==> src/sv/assert_macros.svh <==
// Assertion macros shared by the frame deframer modules.
`ifndef ASSERT_MACROS_SVH
`define ASSERT_MACROS_SVH
`ifndef NO_ASSERTIONS
// Check prop at every rising edge of clk outside reset.
`define ASSERT_AT(label, prop) \
    label: assert property (@(posedge clk) disable iff (!rst_n) (prop)) \
        else $error("frame deframer assertion failed");
// Check that cond never holds outside reset.
`define ASSERT_NEVER(label, cond) \
    label: assert property (@(posedge clk) disable iff (!rst_n) !(cond)) \
        else $error("frame deframer forbidden condition seen");
`else
`define ASSERT_AT(label, prop)
`define ASSERT_NEVER(label, cond)
`endif
`endif

==> src/sv/lrcd_pkg.sv <==
// Types, constants and helpers for the LRC frame deframer.
package lrcd_pkg;

    localparam int POS_W = 17;

    localparam logic [7:0] SOF_BYTE  = 8'h11;
    localparam logic [7:0] LRC1_BYTE = 8'h00 - SOF_BYTE;
    localparam int         LRC2_SPAN = 6;

    // Byte positions inside the frame
    localparam logic [POS_W-1:0] POS_SOF      = POS_W'(0);
    localparam logic [POS_W-1:0] POS_LRC1     = POS_W'(1);
    localparam logic [POS_W-1:0] POS_CMD_HI   = POS_W'(2);
    localparam logic [POS_W-1:0] POS_CMD_LO   = POS_W'(3);
    localparam logic [POS_W-1:0] POS_STAT_HI  = POS_W'(4);
    localparam logic [POS_W-1:0] POS_STAT_LO  = POS_W'(5);
    localparam logic [POS_W-1:0] POS_LEN_HI   = POS_W'(6);
    localparam logic [POS_W-1:0] POS_LRC2     = POS_W'(2 + LRC2_SPAN);
    localparam logic [POS_W-1:0] DATA_START   = POS_W'(9);
    localparam logic [POS_W-1:0] MIN_FRAME    = POS_W'(10);

    // Result kinds
    localparam logic KIND_DATA    = 1'b0;
    localparam logic KIND_VERDICT = 1'b1;

    // Verdict codes, in check order
    localparam logic [2:0] ERR_OK          = 3'd0;
    localparam logic [2:0] ERR_TOO_SHORT   = 3'd1;
    localparam logic [2:0] ERR_BAD_SOF     = 3'd2;
    localparam logic [2:0] ERR_BAD_LRC1    = 3'd3;
    localparam logic [2:0] ERR_BAD_LRC2    = 3'd4;
    localparam logic [2:0] ERR_LEN_EXCEEDS = 3'd5;
    localparam logic [2:0] ERR_BAD_LRC3    = 3'd6;

    // Result queue
    localparam int FIFO_DEPTH = 4;
    localparam int FIFO_PTR_W = 2;
    localparam int FIFO_CNT_W = FIFO_PTR_W + 1;

    localparam int OUT_TDATA_W = 64;
    localparam int OUT_FIELD_W = 8 + 3 + 16 + 16 + 16;
    localparam int OUT_PAD_W   = OUT_TDATA_W - OUT_FIELD_W;

    typedef struct packed {
        logic        kind;
        logic [7:0]  payload_byte;
        logic [2:0]  error_code;
        logic [15:0] command;
        logic [15:0] frame_status;
        logic [15:0] payload_length;
    } result_t;

    function automatic result_t make_data(input logic [7:0] b);
        result_t r;
        r              = '0;
        r.kind         = KIND_DATA;
        r.payload_byte = b;
        return r;
    endfunction

    // Header fields go out only with an ok verdict.
    function automatic result_t make_verdict(input logic [2:0]  code,
                                             input logic [15:0] cmd,
                                             input logic [15:0] stat,
                                             input logic [15:0] len);
        result_t r;
        r            = '0;
        r.kind       = KIND_VERDICT;
        r.error_code = code;
        if (code == ERR_OK)
        begin
            r.command        = cmd;
            r.frame_status   = stat;
            r.payload_length = len;
        end
        return r;
    endfunction

endpackage

==> src/sv/lrc_frame_deframer_top.sv <==
// Top level of the SOF / length / LRC frame deframer.
// Usage:
//   The slave stream takes one received byte per transfer in s_axis_tdata,
//   with s_axis_tlast marking the final byte of the buffer. The master stream
//   gives results: m_axis_tuser 0 is a data byte passed out as it arrives,
//   1 is the single verdict of the buffer (error code, plus command, status
//   and length when the frame is good).
//   Path: each byte is held in the input register, then the check logic
//   writes its results into the result queue, from which they are offered.
//   Throughput: one byte per cycle while the queue has room (s_axis_tready
//   high); the check step is combinational. A final byte that ends a short
//   data section yields two results, the data byte and the length verdict,
//   which drain one per cycle while m_axis_tready is high.
//   Reset clears the frame state and empties the result queue; the block
//   is then waiting for the SOF of a new buffer.
//   When the receiver stalls, results wait in a four-entry queue; the input
//   keeps taking bytes while the queue has room for two more results and
//   then holds s_axis_tready low until it drains.
//   Bytes after a verdict are dropped until the end-of-buffer byte.
module lrc_frame_deframer_top
    import lrcd_pkg::*;
(
    input  logic                   clk,
    input  logic                   rst_n,
    input  logic                   s_axis_tvalid,
    output logic                   s_axis_tready,
    input  logic [7:0]             s_axis_tdata,   // [7:0] rx_byte
    input  logic                   s_axis_tlast,   // end_of_buffer
    output logic                   m_axis_tvalid,
    input  logic                   m_axis_tready,
    // [7:0] payload_byte, [10:8] error_code, [26:11] command,
    // [42:27] frame_status, [58:43] payload_length, rest zero
    output logic [OUT_TDATA_W-1:0] m_axis_tdata,
    output logic                   m_axis_tuser    // kind
);

    logic       in_valid_reg;
    logic [7:0] in_byte_reg;
    logic       in_eob_reg;
    logic       room;
    logic       fire;
    logic [1:0] push_n;
    result_t    res0;
    result_t    res1;
    result_t    out_res;

    assign fire          = in_valid_reg && room;
    assign s_axis_tready = !in_valid_reg || fire;

    always_ff @(posedge clk or negedge rst_n)
    begin
        if (!rst_n)
            in_valid_reg <= 1'b0;
        else if (s_axis_tready)
            in_valid_reg <= s_axis_tvalid;
    end

    always_ff @(posedge clk)
    begin
        if (s_axis_tvalid && s_axis_tready)
        begin
            in_byte_reg <= s_axis_tdata;
            in_eob_reg  <= s_axis_tlast;
        end
    end

    lrcd_core u_core (
        .clk           (clk),
        .rst_n         (rst_n),
        .step          (fire),
        .rx_byte       (in_byte_reg),
        .end_of_buffer (in_eob_reg),
        .push_n        (push_n),
        .res0          (res0),
        .res1          (res1)
    );

    lrcd_result_fifo u_fifo (
        .clk       (clk),
        .rst_n     (rst_n),
        .push_n    (push_n),
        .res0      (res0),
        .res1      (res1),
        .room      (room),
        .out_valid (m_axis_tvalid),
        .out_ready (m_axis_tready),
        .out_res   (out_res)
    );

    assign m_axis_tuser = out_res.kind;
    assign m_axis_tdata = {{OUT_PAD_W{1'b0}},
                           out_res.payload_length,
                           out_res.frame_status,
                           out_res.command,
                           out_res.error_code,
                           out_res.payload_byte};

endmodule

==> src/sv/lrcd_core.sv <==
// Frame check state and per-byte result generation.
`include "assert_macros.svh"
module lrcd_core
    import lrcd_pkg::*;
(
    input  logic       clk,
    input  logic       rst_n,
    input  logic       step,
    input  logic [7:0] rx_byte,
    input  logic       end_of_buffer,
    output logic [1:0] push_n,
    output result_t    res0,
    output result_t    res1
);

    logic [POS_W-1:0] pos_reg, pos_next;
    logic [2:0]       hv_reg, hv_next;
    logic [7:0]       hsum_reg, hsum_next;
    logic [7:0]       dsum_reg, dsum_next;
    logic [15:0]      cmd_reg, cmd_next;
    logic [15:0]      stat_reg, stat_next;
    logic [15:0]      len_reg, len_next;
    logic             given_reg, given_next;

    logic             main_valid;
    result_t          main_res;
    logic             eob_valid;
    result_t          eob_res;

    always_comb
    begin
        pos_next   = pos_reg;
        hv_next    = hv_reg;
        hsum_next  = hsum_reg;
        dsum_next  = dsum_reg;
        cmd_next   = cmd_reg;
        stat_next  = stat_reg;
        len_next   = len_reg;
        given_next = given_reg;
        main_valid = 1'b0;
        main_res   = '0;
        eob_valid  = 1'b0;
        eob_res    = '0;

        if (step && !given_reg)
        begin
            if (pos_reg == POS_SOF)
            begin
                if (rx_byte != SOF_BYTE && hv_reg == ERR_OK)
                    hv_next = ERR_BAD_SOF;
            end
            else if (pos_reg == POS_LRC1)
            begin
                if (rx_byte != LRC1_BYTE && hv_reg == ERR_OK)
                    hv_next = ERR_BAD_LRC1;
            end
            else if (pos_reg < POS_LRC2)
            begin
                hsum_next = hsum_reg + rx_byte;
                case (pos_reg)
                    POS_CMD_HI:  cmd_next[15:8]  = rx_byte;
                    POS_CMD_LO:  cmd_next[7:0]   = rx_byte;
                    POS_STAT_HI: stat_next[15:8] = rx_byte;
                    POS_STAT_LO: stat_next[7:0]  = rx_byte;
                    POS_LEN_HI:  len_next[15:8]  = rx_byte;
                    default:     len_next[7:0]   = rx_byte;
                endcase
            end
            else if (pos_reg == POS_LRC2)
            begin
                if (rx_byte != (8'h00 - hsum_reg) && hv_reg == ERR_OK)
                    hv_next = ERR_BAD_LRC2;
            end
            else if (hv_reg != ERR_OK)
            begin
                // report the header error once the full header is in
                main_valid = 1'b1;
                main_res   = make_verdict(hv_reg, cmd_reg, stat_reg, len_reg);
                given_next = 1'b1;
            end
            else if ((pos_reg - DATA_START) < {1'b0, len_reg})
            begin
                dsum_next  = dsum_reg + rx_byte;
                main_valid = 1'b1;
                main_res   = make_data(rx_byte);
            end
            else
            begin
                main_valid = 1'b1;
                main_res   = make_verdict((rx_byte == (8'h00 - dsum_reg)) ?
                                          ERR_OK : ERR_BAD_LRC3,
                                          cmd_reg, stat_reg, len_reg);
                given_next = 1'b1;
            end
            pos_next = pos_reg + POS_W'(1);
        end

        if (step && end_of_buffer)
        begin
            if (!given_next)
            begin
                eob_valid = 1'b1;
                eob_res   = make_verdict((pos_next < MIN_FRAME) ?
                                         ERR_TOO_SHORT : ERR_LEN_EXCEEDS,
                                         cmd_reg, stat_reg, len_reg);
            end
            // clear everything for the next buffer
            pos_next   = '0;
            hv_next    = ERR_OK;
            hsum_next  = '0;
            dsum_next  = '0;
            cmd_next   = '0;
            stat_next  = '0;
            len_next   = '0;
            given_next = 1'b0;
        end
    end

    always_comb
    begin
        push_n = {1'b0, main_valid} + {1'b0, eob_valid};
        res0   = main_valid ? main_res : eob_res;
        res1   = eob_res;
    end

    always_ff @(posedge clk or negedge rst_n)
    begin
        if (!rst_n)
        begin
            pos_reg   <= '0;
            hv_reg    <= ERR_OK;
            hsum_reg  <= '0;
            dsum_reg  <= '0;
            cmd_reg   <= '0;
            stat_reg  <= '0;
            len_reg   <= '0;
            given_reg <= 1'b0;
        end
        else
        begin
            pos_reg   <= pos_next;
            hv_reg    <= hv_next;
            hsum_reg  <= hsum_next;
            dsum_reg  <= dsum_next;
            cmd_reg   <= cmd_next;
            stat_reg  <= stat_next;
            len_reg   <= len_next;
            given_reg <= given_next;
        end
    end

    `ASSERT_AT(a_two_results_need_eob, (step && push_n == 2'd2) |-> end_of_buffer)
    `ASSERT_AT(a_eob_clears_state, (step && end_of_buffer) |=> (pos_reg == '0 && !given_reg))
    `ASSERT_NEVER(a_verdict_twice, given_reg && step && push_n != 2'd0)

endmodule

==> src/sv/lrcd_result_fifo.sv <==
// Small result queue that takes up to two results per cycle and gives one per cycle while out_ready is high.
`include "assert_macros.svh"
module lrcd_result_fifo
    import lrcd_pkg::*;
(
    input  logic       clk,
    input  logic       rst_n,
    input  logic [1:0] push_n,
    input  result_t    res0,
    input  result_t    res1,
    output logic       room,
    output logic       out_valid,
    input  logic       out_ready,
    output result_t    out_res
);

    result_t                 entry_reg [FIFO_DEPTH];
    logic [FIFO_PTR_W-1:0]   wr_ptr_reg, wr_ptr_next;
    logic [FIFO_PTR_W-1:0]   rd_ptr_reg, rd_ptr_next;
    logic [FIFO_CNT_W-1:0]   count_reg, count_next;
    logic                    pop;

    assign out_valid = (count_reg != '0);
    assign out_res   = entry_reg[rd_ptr_reg];
    assign pop       = out_valid && out_ready;
    // room for a full two-result step, judged on the registered count
    assign room      = (count_reg <= FIFO_CNT_W'(FIFO_DEPTH - 2));

    always_comb
    begin
        wr_ptr_next = wr_ptr_reg + FIFO_PTR_W'(push_n);
        rd_ptr_next = rd_ptr_reg + FIFO_PTR_W'(pop);
        count_next  = count_reg + FIFO_CNT_W'(push_n) - FIFO_CNT_W'(pop);
    end

    always_ff @(posedge clk)
    begin
        if (push_n != 2'd0)
            entry_reg[wr_ptr_reg] <= res0;
        if (push_n == 2'd2)
            entry_reg[wr_ptr_reg + FIFO_PTR_W'(1)] <= res1;
    end

    always_ff @(posedge clk or negedge rst_n)
    begin
        if (!rst_n)
        begin
            wr_ptr_reg <= '0;
            rd_ptr_reg <= '0;
            count_reg  <= '0;
        end
        else
        begin
            wr_ptr_reg <= wr_ptr_next;
            rd_ptr_reg <= rd_ptr_next;
            count_reg  <= count_next;
        end
    end

    `ASSERT_AT(a_count_in_range, count_reg <= FIFO_CNT_W'(FIFO_DEPTH))
    `ASSERT_AT(a_push_fits, (push_n != 2'd0) |-> ({1'b0, count_reg} + 4'(push_n) <= 4'(FIFO_DEPTH)))
    `ASSERT_AT(a_ptr_gap, (wr_ptr_reg - rd_ptr_reg) == FIFO_PTR_W'(count_reg))

endmodule
==> config.mk <==
export PLATFORM = sky130hd
export DESIGN_NAME = lrc_frame_deframer_top
export DESIGN_NICKNAME = d
export VERILOG_FILES = /design/src/sv/lrcd_pkg.sv /design/src/sv/lrc_frame_deframer_top.sv /design/src/sv/lrcd_core.sv /design/src/sv/lrcd_result_fifo.sv
export VERILOG_INCLUDE_DIRS = /design/src /design/src/sv
export SDC_FILE = /design/constraint.sdc
export NUM_CORES = 1
export LEC_CHECK = 0
export ABC_CLOCK_PERIOD_IN_PS = 6700
export BUFFER_PORTS_ARGS = -buffer_cell sky130_fd_sc_hd__buf_2
export CAP_MARGIN = 20
export CORE_ASPECT_RATIO = 0.75
export CORE_UTILIZATION = 62
export DETAILED_ROUTE_END_ITERATION = 16
export MAX_ROUTING_LAYER = met4
export PLACE_DENSITY = 0.9
export SYNTH_ARGS = -nofsm -noshare
export SYNTH_HDL_FRONTEND = slang
export SYNTH_SLANG_ARGS = --single-unit
==> constraint.sdc <==
create_clock -name clk -period 6.7 [get_ports clk]
set_clock_uncertainty 0.2 [all_clocks]
set_input_delay 0.335 -clock clk [delete_from_list [all_inputs] [get_ports clk]]
set_output_delay 0.335 -clock clk [all_outputs]
set_load 0.01 [all_outputs]
* Yosys cells after proc, flatten, opt, wreduce, memory -nomap -nowiden
Memories as Yosys holds them, arrays and structs flattened. Cells that the tools add are included. W data, S select, Z words.
Word-level totals: bits in writable memories 240, output and inout port bits 67, bits of input ports 13, flip-flop bits (word level) 102, logic and storage cells 172, memories 1
Operators by class: magnitude comparators 4, reduce and logical (&&, ||, !) cells 38, add/subtract/negate cells 12, mux-type cells 79, equality and inequality tests 21
Memories:
- u_fifo.entry_reg | words 4, width 60, read ports 1, clocked after memory_dff 0, write ports 2, line lrcd_result_fifo.sv:17 | result_t entry_reg [FIFO_DEPTH];
Operators with widths (number):
- $mux W60 | 10
- $mux W16 | 15
- $mux W8 | 19
- $mux W48 | 3
- $eq A17 B3 Y1 const B | 3
- $eq A17 B2 Y1 const B | 2
- $lt A17 B4 Y1 const B | 2
- $mux W17 | 2
- $mux W3 | 11
- $reduce_and A5 Y1 | 6
- $mux W1 | 19
- $reduce_bool A2 Y1 | 9
- $add A17 B1 Y17 const B | 1
- $eq A17 B1 Y1 const B | 1
- $eq A17 B4 Y1 const B | 1
- $logic_not A17 Y1 | 1
- $lt A17 B16 Y1 | 1
- $sub A17 B4 Y17 const B | 1
- $add A8 B8 Y8 | 2
- $sub A1 B8 Y8 const A | 2
- $ne A2 B2 Y1 const B | 5
- $logic_not A3 Y1 | 3
- $eq A8 B8 Y1 | 1
- $logic_and A1 B1 Y1 | 8
- 23 further kinds | 26

* Depth between registers and ports, before layout
Gate-level depths: netlist of run 1.
depth after elaboration 15, depth in mapped cells 22

* Modules after synthesis
Synthesis of run 1 repeated with hierarchy kept, for this count alone.
Second synthesis, totals: cell total of the unflattened synthesis 1422, area, all modules 19127.1 um^2
By module, submodules not included:
- lrcd_result_fifo | cells each 621, area an instance 11964.0 um^2, times used 1
- lrcd_core | cells each 781, area an instance 6791.5 um^2, times used 1
- lrc_frame_deframer_top | cells each 20, area an instance 371.6 um^2, times used 1

* Least setup slack after synthesis of run 1
No wires, ideal clock.
path type register to register, from register u_core.pos_reg[0], to memory u_fifo.entry_reg[0][50] in the netlist's numbering (data pin), slack 0.714 ns, stages on the path, launching flop included 22, data arrival time 5.628 ns, setup time 0.159 ns, path through dfrtp_1 inv_1 ha_1 clkbuf_1 nand2b_1 a211o_1 nor3_1 xor2_1 ha_1 a21o_1 a21o_1 a221oi_1 o2111a_1 o21ai_0 buf_2 ha_1 or3_1 and2_1 clkbuf_1 inv_1 a32oi_1 o22ai_1
RTL lines:
- start: declaration | line lrcd_core.sv:16 | logic [POS_W-1:0] pos_reg, pos_next;
- start signal: assignment | line lrcd_core.sv:141 | pos_reg <= pos_next;
- end: declaration | line lrcd_result_fifo.sv:17

==> results.cfg, run 1 <==
[job]
cap_violations = 0

[clock_tree]
clk_pin_slew_worst_paths_ns = 0.07
cts_max_level = 1
post_cts_buffers = 0
cts_hold_buf = 12
cts_tree = built
cts_resized = 0
cts_buffer_depth = 3
cts-buffers-inserted = 31
cts-root-buf = clkbuf_16
clock_sinks = 342
clk_latency_ns = 0.57

[worst_setup_path]
worstPathMaxFanout = 39
r2r_slack_ns = 0.60
worstSetupStartpointType = flip-flop
timing_worst_setup_path_type = reg -> reg
end_kind = flip-flop
worstPathRequired_ns = 6.75
critPathArrivalTime_ns = 6.14

[floorplan]
start_util_pct = 63.5
ios = 80
die_w_um = 191
die_area_um2 = 27500
core_um2 = 26200
rows = 51
die_h_um = 144

[pwr]
power_density_nw_per_um2 = 386
peakVddDrop_mv = 0.258
power.leakage_nw = 6.97

[sta]
setup_violations = 0
hold_viol_final = 0
rsz0062_at_grt = false
worst_pin_slew_ns = 1.22
fin_tns_setup_ns = 0
relSlewSlack_pct = 18.2
fin_hold_ws_ns = 0.0546
fin_crit_sh_pct = 91.0
setup_ws_ns = 0.601
period_minus_slack_ns = 6.10
max_freq_ghz = 0.164
slew_viol_final = 0

[yosys]
synth_sequential_area_ratio_pct = 56.9
ys_seq_elements = 342
syn_area_um2 = 16600
synth_edf_count = 213
synthDistinctLibCells = 79
avgSynthCellArea_um2 = 12.8
synth_warnings = 0
ys.flop_type = edfxtp_1
async_reset_ff_share_pct = 27.2
syn_inst = 1302

[routing]
drc_errors = 0
routed_wl_um = 40700
vias = 11300
wl_per_cell_um = 23.6
first_pass_iters = 6
drtIter0Drc = 1489
ant_nets = 0
vias_per_cell = 6.56

[layout]
area_growth_pct = 10.4
largest_reg_flops = 240
num-nets-final = 1416
layout-drive-gt1-share_pct = 19.5
mostFrequentLayoutCells = 213 x edfxtp_1, 146 x and2_1, 91 x dfrtp_1, 79 x nand2_1, 77 x nor3_1
nFillCells = 1669
instances_no_fill = 1727
final_common_cell = edfxtp_1

[status]
status = completed

[global_routing]
grt_usage_pct = 30.9
grt_pass1_wl_um = 62300
grt_pass1_vias = 11000
grt_antenna_before_repair = 1
grt_max_degree = 65
grt_overflow = 0

[place]
gp_congestion = 0.923
dpl.cell_count = 1654
portBuffers = 74
place_ws_ns = 0.846
place_hpwl_um = 24900

[min_path]
hp-class = in -> async
## layer usage
layer	track usage [%]	up-vias	part of all wire, %
li1	-	4876	-
met1	42.4	5606	40
met2	47.0	736	47
met3	6.57	115	11
met4	8.63	0	3.0
met5	-	-	0
## layout make-up
class / count / area (µm²) / area share (%)
sequential: 342 / 9450 / 51.5
clock inverter: 12 / 76.3 / 0.416
antenna: 1 / 2.50 / 0.0136
inverter: 45 / 169 / 0.921
clock buffer: 45 / 890 / 4.85
multi-input combinational: 830 / 6590 / 35.9
tap: 344 / 430 / 2.35
timing repair buffer: 108 / 728 / 3.97
## cell usage after synthesis (8+ instances only)
| cell type | count | area share [%] |
|---|---|---|
| clkbuf_1 | 51 | 1.2 |
| dfrtp_1 | 93 | 14 |
| edfxtp_1 | 213 | 39 |
| mux4_2 | 60 | 8.1 |
| and2_1 | 146 | 5.5 |
| o21ai_0 | 32 | 0.96 |
| a21oi_1 | 39 | 1.2 |
| mux2_2 | 34 | 2.3 |
| nor2_1 | 53 | 1.2 |
| xnor2_1 | 33 | 1.7 |
| xor2_1 | 28 | 1.5 |
| or3_1 | 10 | 0.38 |
| inv_1 | 43 | 0.97 |
| nand3_1 | 12 | 0.36 |
| a22o_1 | 32 | 1.7 |
| a21o_1 | 8 | 0.36 |
| buf_4 | 18 | 0.81 |
| buf_1 | 11 | 0.25 |
| nor4_1 | 11 | 0.41 |
| buf_2 | 8 | 0.24 |
| nand4_1 | 10 | 0.38 |
| nand2_1 | 79 | 1.8 |
| nor3_1 | 77 | 2.3 |
| o22ai_1 | 9 | 0.34 |
| ha_1 | 42 | 3.2 |
| dfxtp_1 | 36 | 4.3 |
## where the power goes
part / switching [mW] / internal (mW) / leakage, nW
Combinational: 1.41 / 1.02 / 3.02
Clock: 0.779 / 0.924 / 0.476
Sequential: 0.348 / 2.59 / 3.47
## metrics by stage
stage	total power, mW	utilization (%)	cell area (µm²)
5_1_grt	7.37	70.1	18300
2_1_floorplan	4.48	-	16600
4_1_cts	7.01	69.9	18300
3_5_place_dp	5.28	65.8	17200
6_report	7.07	70.1	18300
3_3_place_gp	5.15	65.8	17200
## worst max-delay path, stage by stage, from the launching register on
cell and delay (ns):
dfrtp_1 0.44, inv_1 0.16, ha_1 0.30, nand2b_1 0.21, a211o_1 0.43, nor4_1 0.25
xor2_1 0.20, ha_1 0.27, a21oi_1 0.17, o21ai_0 0.10, a221oi_1 0.44, o2111a_1 0.37
o21ai_0 0.15, buf_4 0.23, inv_1 0.08, ha_1 0.26, inv_1 0.09, or3_1 0.44
and2_1 0.32, inv_2 0.34, buf_12 0.31
## kinds of logic after synthesis
family	share of synthesized area [%]
xor gates and xnor gates	3.22
buffers and inverters	3.54
adders and majority gates	3.53
and+or+nand+nor	15.1
AOI/OAI and AO/OA	7.03
DFF	56.9
muxes	10.7
other	0.0226
## path summary, 6_finish.rpt
| kind | startpoint | end | cells past startpoint |
|---|---|---|---|
| worst min-delay path | rst_n | u_core.dsum_reg[3]$_DFFE_PN0P_ | 2 |
| worst min register to register | u_fifo.entry_reg[1][49]$_SDFFE_PP0P_ | u_fifo.entry_reg[1][49]$_SDFFE_PP0P_ | 2 |
| max in group asynchronous | rst_n | u_fifo.rd_ptr_reg[0]$_DFF_PN0_ | 3 |
| worst max-delay path | u_core.pos_reg[1]$_DFF_PN0_ | u_fifo.entry_reg[1][11]$_SDFFCE_PP0P_ | 20 |
| min in group clk | u_fifo.entry_reg[1][49]$_SDFFE_PP0P_ | u_fifo.entry_reg[1][49]$_SDFFE_PP0P_ | 2 |
| worst max register to register | u_core.pos_reg[1]$_DFF_PN0_ | u_fifo.entry_reg[1][11]$_SDFFCE_PP0P_ | 20 |
Note: power is estimated with default switching activity, not from simulation.
==> inputs of run 2 (changes only) <==
- BUFFER_PORTS_ARGS: -buffer_cell sky130_fd_sc_hd__buf_2 -> default
- DONT_BUFFER_PORTS: default -> 1
- PLACE_DENSITY: 0.9 -> 0.88
==> run 2 against run 1 <==
  * Flip-flop and latch count is the same
  * Count of clock-buffer cells in the layout grew 3
  * Highest routed layer unchanged
  * Worst hold slack gained 0.046 ns
  * Global-route usage grew 0.61 points
  * Die area is the same
  * Combinational power shrank 8%
  * Largest power group unchanged
  * Setup slack gained 0.32 ns
==> results.cfg, run 2 (same netlist as run 1, synthesis figures left out) <==
[status]
status = completed

[layout]
antenna-diode-count = 0
instances_no_fill = 1658
num-nets-final = 1346
area_growth_pct = 9.58
layout-drive-gt1-share_pct = 15.7
final_common_cell = edfxtp_1
mostFrequentLayoutCells = 213 x edfxtp_1, 146 x and2_1, 91 x dfrtp_1, 79 x nand2_1, 77 x nor3_1
largest_reg_flops = 240

[floorplan]
rows = 51
die_w_um = 191
ios = 80
core_um2 = 26200
die_area_um2 = 27500
start_util_pct = 63.5
die_h_um = 144

[routing]
ant_nets = 0
first_pass_iters = 8
vias_per_cell = 6.70
drc_errors = 0
drtIter0Drc = 1284
wl_per_cell_um = 24.8
routed_wl_um = 41000
vias = 11100

[worst_setup_path]
worstPathRequired_ns = 6.71
end_kind = flip-flop
reg2reg_depth = 19
path_cells = inv_1 -> ha_1 -> nand2b_1 -> a211o_1 -> nor3_1 -> xor2_1 -> ha_1 -> a21o_1 -> a21o_1 -> a221oi_1 -> o2111a_1 -> o21ai_0 -> buf_4 -> inv_1 -> ha_1 -> nand3b_1 -> and2_1 -> inv_2 -> buf_12
slowest_stage = inv_2
critPathArrivalTime_ns = 5.79
crit_top_cell = ha_1
worstPathMaxFanout = 30
worstSetupStartpointType = flip-flop
cp_slowest_stage_delay_ns = 0.51
timing_worst_setup_path_type = reg -> reg

[sta]
period_minus_slack_ns = 5.77
relSlewSlack_pct = 27.9
hold_viol_final = 0
fin_tns_setup_ns = 0
slew_viol_final = 0
setup_violations = 0
max_freq_ghz = 0.173
rsz0062_at_grt = false
fin_crit_sh_pct = 86.2
worst_pin_slew_ns = 1.07

[pwr]
seqPwrFrac_pct = 40.8
power_frac_clock_pct = 28.3
peakVddDrop_mv = 0.230
power.leakage_nw = 6.77
power_density_nw_per_um2 = 396
p_switching_mw = 2.52
finalPower_mw = 7.20
p_int_mw = 4.69
combPwrFrac_pct = 31.0
p_sw_share_pct = 35.0

[job]
cap_violations = 0

[global_routing]
grtUsageMet3_pct = 7.33
grt_usage_pct = 31.5
grt_antenna_before_repair = 0
grt_use_met1_pct = 41.5
grt.busiest_layer = met2
grt_overflow = 0
grt_max_degree = 94
grt_pass1_vias = 11200
grtUsageMet2_pct = 48.2
grt_pass1_wl_um = 63400

[min_path]
min_path_cells = 1
hp-class = in -> reg

[place]
dpl.cell_count = 1582
portBuffers = 0
gp_congestion = 0.983
place_hpwl_um = 24900

[clock_tree]
cts-root-buf = clkbuf_16
cts_tree = built
clk_pin_slew_worst_paths_ns = 0.06
cts-buffers-inserted = 34
cts_max_level = 2
clk_latency_ns = 0.53
cts_buffer_depth = 3
cts_resized = 0
clock_sinks = 342
-- run 2: path summary, 6_finish.rpt --
path | from | to | slack, ns
max | u_core.pos_reg[0]$_DFFE_PN0N_ | u_fifo.entry_reg[2][15]$_SDFFCE_PP0P_ | 0.93
min | s_axis_tvalid | in_eob_reg$_DFFE_PP_ | 0.10
max reg2reg | u_core.pos_reg[0]$_DFFE_PN0N_ | u_fifo.entry_reg[2][15]$_SDFFCE_PP0P_ | 0.93
min reg2reg | u_fifo.entry_reg[3][55]$_SDFFE_PP0P_ | u_fifo.entry_reg[3][55]$_SDFFE_PP0P_ | 0.28
max in group asynchronous | rst_n | u_core.len_reg[5]$_DFFE_PN0P_ | 5.65
min in group asynchronous | rst_n | u_core.stat_reg[13]$_DFFE_PN0P_ | 0.25
-- run 2: timing repair --
| action | 4_1_cts | 5_1_grt |
|---|---|---|
| endpoints found under the hold margin | 104 | 0 |
| endpoints found under the setup margin | 0 | 0 |
| hold buffers | 13 | 0 |
| buffers inserted | 0 | 0 |
-- run 2: area by class of cell --
type	count	area (µm²)
Sequential cell	342	9450
Fill cell	1644	7960
Multi-Input combinational cell	830	6590
Clock buffer	48	1000
Tap cell	344	430
Timing Repair Buffer	35	363
Clock inverter	14	194
Inverter	45	169
-- run 2: worst max-delay path: cells and delay by family, from the launching register on --
kind	cells	cell delay (ns)
AOI/OAI and AO/OA	6	1.51
DFF	1	0.47
adders and majority gates	3	0.79
xor gates and xnor gates	1	0.23
buffers and inverters	5	1.20
and+or+nand+nor	4	1.01
-- run 2: stage by stage --
stage	hold slack [ns]	setup WS (ns)	utilization, %	area [µm²]
6_report	0.101	0.925	69.6	18200
3_3_place_gp	-0.154	1.29	64.3	16800
3_5_place_dp	-0.154	1.11	64.3	16800
2_1_floorplan	-0.161	0.714	-	16600
4_1_cts	0.0900	1.02	69.5	18200
5_1_grt	0.112	0.613	69.6	18200
-- run 2: metal layers --
metal | wire (µm) | vias to the layer above
met5 | 0 | -
met4 | 1440 | 0
met3 | 4240 | 125
met2 | 19300 | 722
met1 | 16100 | 5518
li1 | - | 4742
-- run 2: power groups by stage --
stage	Sequential [mW]	Combinational [mW]	Clock, mW
3_5_place_dp	2.96	2.15	0
2_1_floorplan	2.78	1.69	0
6_report	2.94	2.23	2.04
5_1_grt	2.98	2.39	2.11
3_3_place_gp	2.92	2.07	0
4_1_cts	2.93	2.20	2.04
==> inputs of run 3 (changes only) <==
- CORE_UTILIZATION: 62 -> 40
- PLACE_DENSITY: 0.88 -> default
==> run 3 against run 2 <==
  * First-iteration DRC count shrank 33%
  * Setup slack worse by 0.15 ns
  * Combinational power is essentially flat
  * Non-clock buffer count is 2 higher
  * Clock power about the same
  * Core utilization is 24 points lower
  * Critical path depth is 1 higher
  * Via count shrank 6.9%
  * Final area up 1.3%
  * Maximum frequency shrank 2.5%
  * Worst hold slack improved by 0.0056 ns
==> results.cfg, run 3 (same netlist as run 1, synthesis figures left out) <==
[place]
dpl_cell_area_um2 = 17100
place_hpwl_um = 25900
dpl.cell_count = 1768
place_ws_ns = 0.853
gp_congestion = 0.894
portBuffers = 0

[worst_setup_path]
path_buf_inv = 6
path_cells = inv_1 -> ha_1 -> nand2b_1 -> a211o_1 -> nor4_1 -> xor2_1 -> ha_1 -> a21oi_1 -> o21ai_0 -> a221oi_1 -> o2111a_1 -> o21ai_0 -> buf_4 -> inv_1 -> ha_1 -> inv_1 -> or3_1 -> and2_1 -> inv_2 -> buf_12
timing_worst_setup_path_type = reg -> reg
critPathArrivalTime_ns = 5.94
worstSetupStartpointType = flip-flop
worstPathRequired_ns = 6.72
worstPathMaxFanout = 39
slowest_stage = dfrtp_1
end_kind = flip-flop
cp_slowest_stage_delay_ns = 0.47
crit_family = compound AO/OA/AOI/OAI gates

[clock_tree]
cts_resized = 0
cts_buffer_depth = 3
cts-buffers-inserted = 36
clk_pin_slew_worst_paths_ns = 0.06
cts_tree = built
cts-root-buf = clkbuf_16
clock_sinks = 342
cts_max_level = 2
clk_latency_ns = 0.54

[sta]
slew_viol_final = 0
relSlewSlack_pct = 24.1
hold_viol_final = 0
max_freq_ghz = 0.169
rsz0062_at_grt = false
period_minus_slack_ns = 5.92
worst_pin_slew_ns = 1.13
setup_ws_ns = 0.777
setup_violations = 0
fin_crit_sh_pct = 88.4
fin_hold_ws_ns = 0.106
fin_tns_setup_ns = 0

[floorplan]
die_w_um = 237
core_um2 = 40800
ios = 80
rows = 64
start_util_pct = 40.7
die_h_um = 178
die_area_um2 = 42300

[global_routing]
grt_max_degree = 94
grtUsageMet2_pct = 30.1
grt_antenna_before_repair = 0
grt.busiest_layer = met2
grt_use_met1_pct = 28.4
grt_overflow = 0
grt_pass1_vias = 10300
grt_usage_pct = 20.4
grt_pass1_wl_um = 63600
grtUsageMet3_pct = 4.80

[pwr]
combPwrFrac_pct = 30.8
p_sw_share_pct = 35.1
power_density_nw_per_um2 = 388
seqPwrFrac_pct = 41.0
finalPower_mw = 7.16
p_int_mw = 4.64
power_frac_clock_pct = 28.2
power.leakage_nw = 6.78
peakVddDrop_mv = 0.268
p_switching_mw = 2.51

[layout]
final_common_cell = edfxtp_1
antenna-diode-count = 0
instances_no_fill = 1848
mostFrequentLayoutCells = 213 x edfxtp_1, 146 x and2_1, 91 x dfrtp_1, 79 x nand2_1, 77 x nor3_1
final_util_pct = 45.1
largest_reg_flops = 240
nFillCells = 3669
fin_area_um2 = 18400
area_growth_pct = 11.0
layout-drive-gt1-share_pct = 15.6
num-nets-final = 1350

[routing]
drc_errors = 0
drtIter0Drc = 857
vias = 10300
routed_wl_um = 40900
wl_per_cell_um = 22.1
ant_nets = 0
first_pass_iters = 5
vias_per_cell = 5.60

[min_path]
hp-class = in -> reg

[status]
status = completed

[job]
cap_violations = 0
-- run 3: per-layer routing --
| metal | up-vias | part of all wire (%) |
|---|---|---|
| li1 | 4764 | - |
| met1 | 5236 | 47 |
| met2 | 297 | 44 |
| met3 | 49 | 7.0 |
| met4 | 0 | 1.6 |
| met5 | - | 0 |
-- run 3: cell type report --
class / instances / area, µm² / share of cell area [%]
Clock inverter: 18 / 200 / 1.09
Sequential cell: 342 / 9450 / 51.3
Timing Repair Buffer: 37 / 375 / 2.04
Multi-Input combinational cell: 830 / 6590 / 35.8
Clock buffer: 48 / 986 / 5.35
Inverter: 45 / 169 / 0.916
Tap cell: 528 / 661 / 3.58
-- run 3: power groups by stage --
| stage | Combinational [mW] | Clock (mW) | Sequential [mW] |
|---|---|---|---|
| after CTS | 2.23 | 2.06 | 2.94 |
| after global routing | 2.42 | 2.14 | 2.99 |
| after detailed placement | 2.20 | 0 | 2.98 |
| after floorplan | 1.69 | 0 | 2.78 |
| final | 2.20 | 2.02 | 2.94 |
| after global placement | 2.17 | 0 | 2.96 |
-- run 3: worst paths after layout --
kind	cells past startpoint	to	from	slack, ns
max	20	u_fifo.entry_reg[1][4]$_SDFFCE_PP0P_	u_core.pos_reg[0]$_DFFE_PN0N_	0.78
min	1	in_byte_reg[3]$_DFFE_PP_	s_axis_tvalid	0.11
max reg2reg	20	u_fifo.entry_reg[1][4]$_SDFFCE_PP0P_	u_core.pos_reg[0]$_DFFE_PN0N_	0.78
min reg2reg	2	u_fifo.entry_reg[0][49]$_SDFFE_PP0P_	u_fifo.entry_reg[0][49]$_SDFFE_PP0P_	0.27
max in group asynchronous	2	u_core.pos_reg[14]$_DFF_PN0_	rst_n	5.65
min in group asynchronous	2	u_core.dsum_reg[1]$_DFFE_PN0P_	rst_n	0.25
-- run 3: repair_timing --
item / 4_1_cts / 5_1_grt
hold buffers: 13 / 0
setup buffers: 0 / 0
hold endpoints to repair: 104 / 0
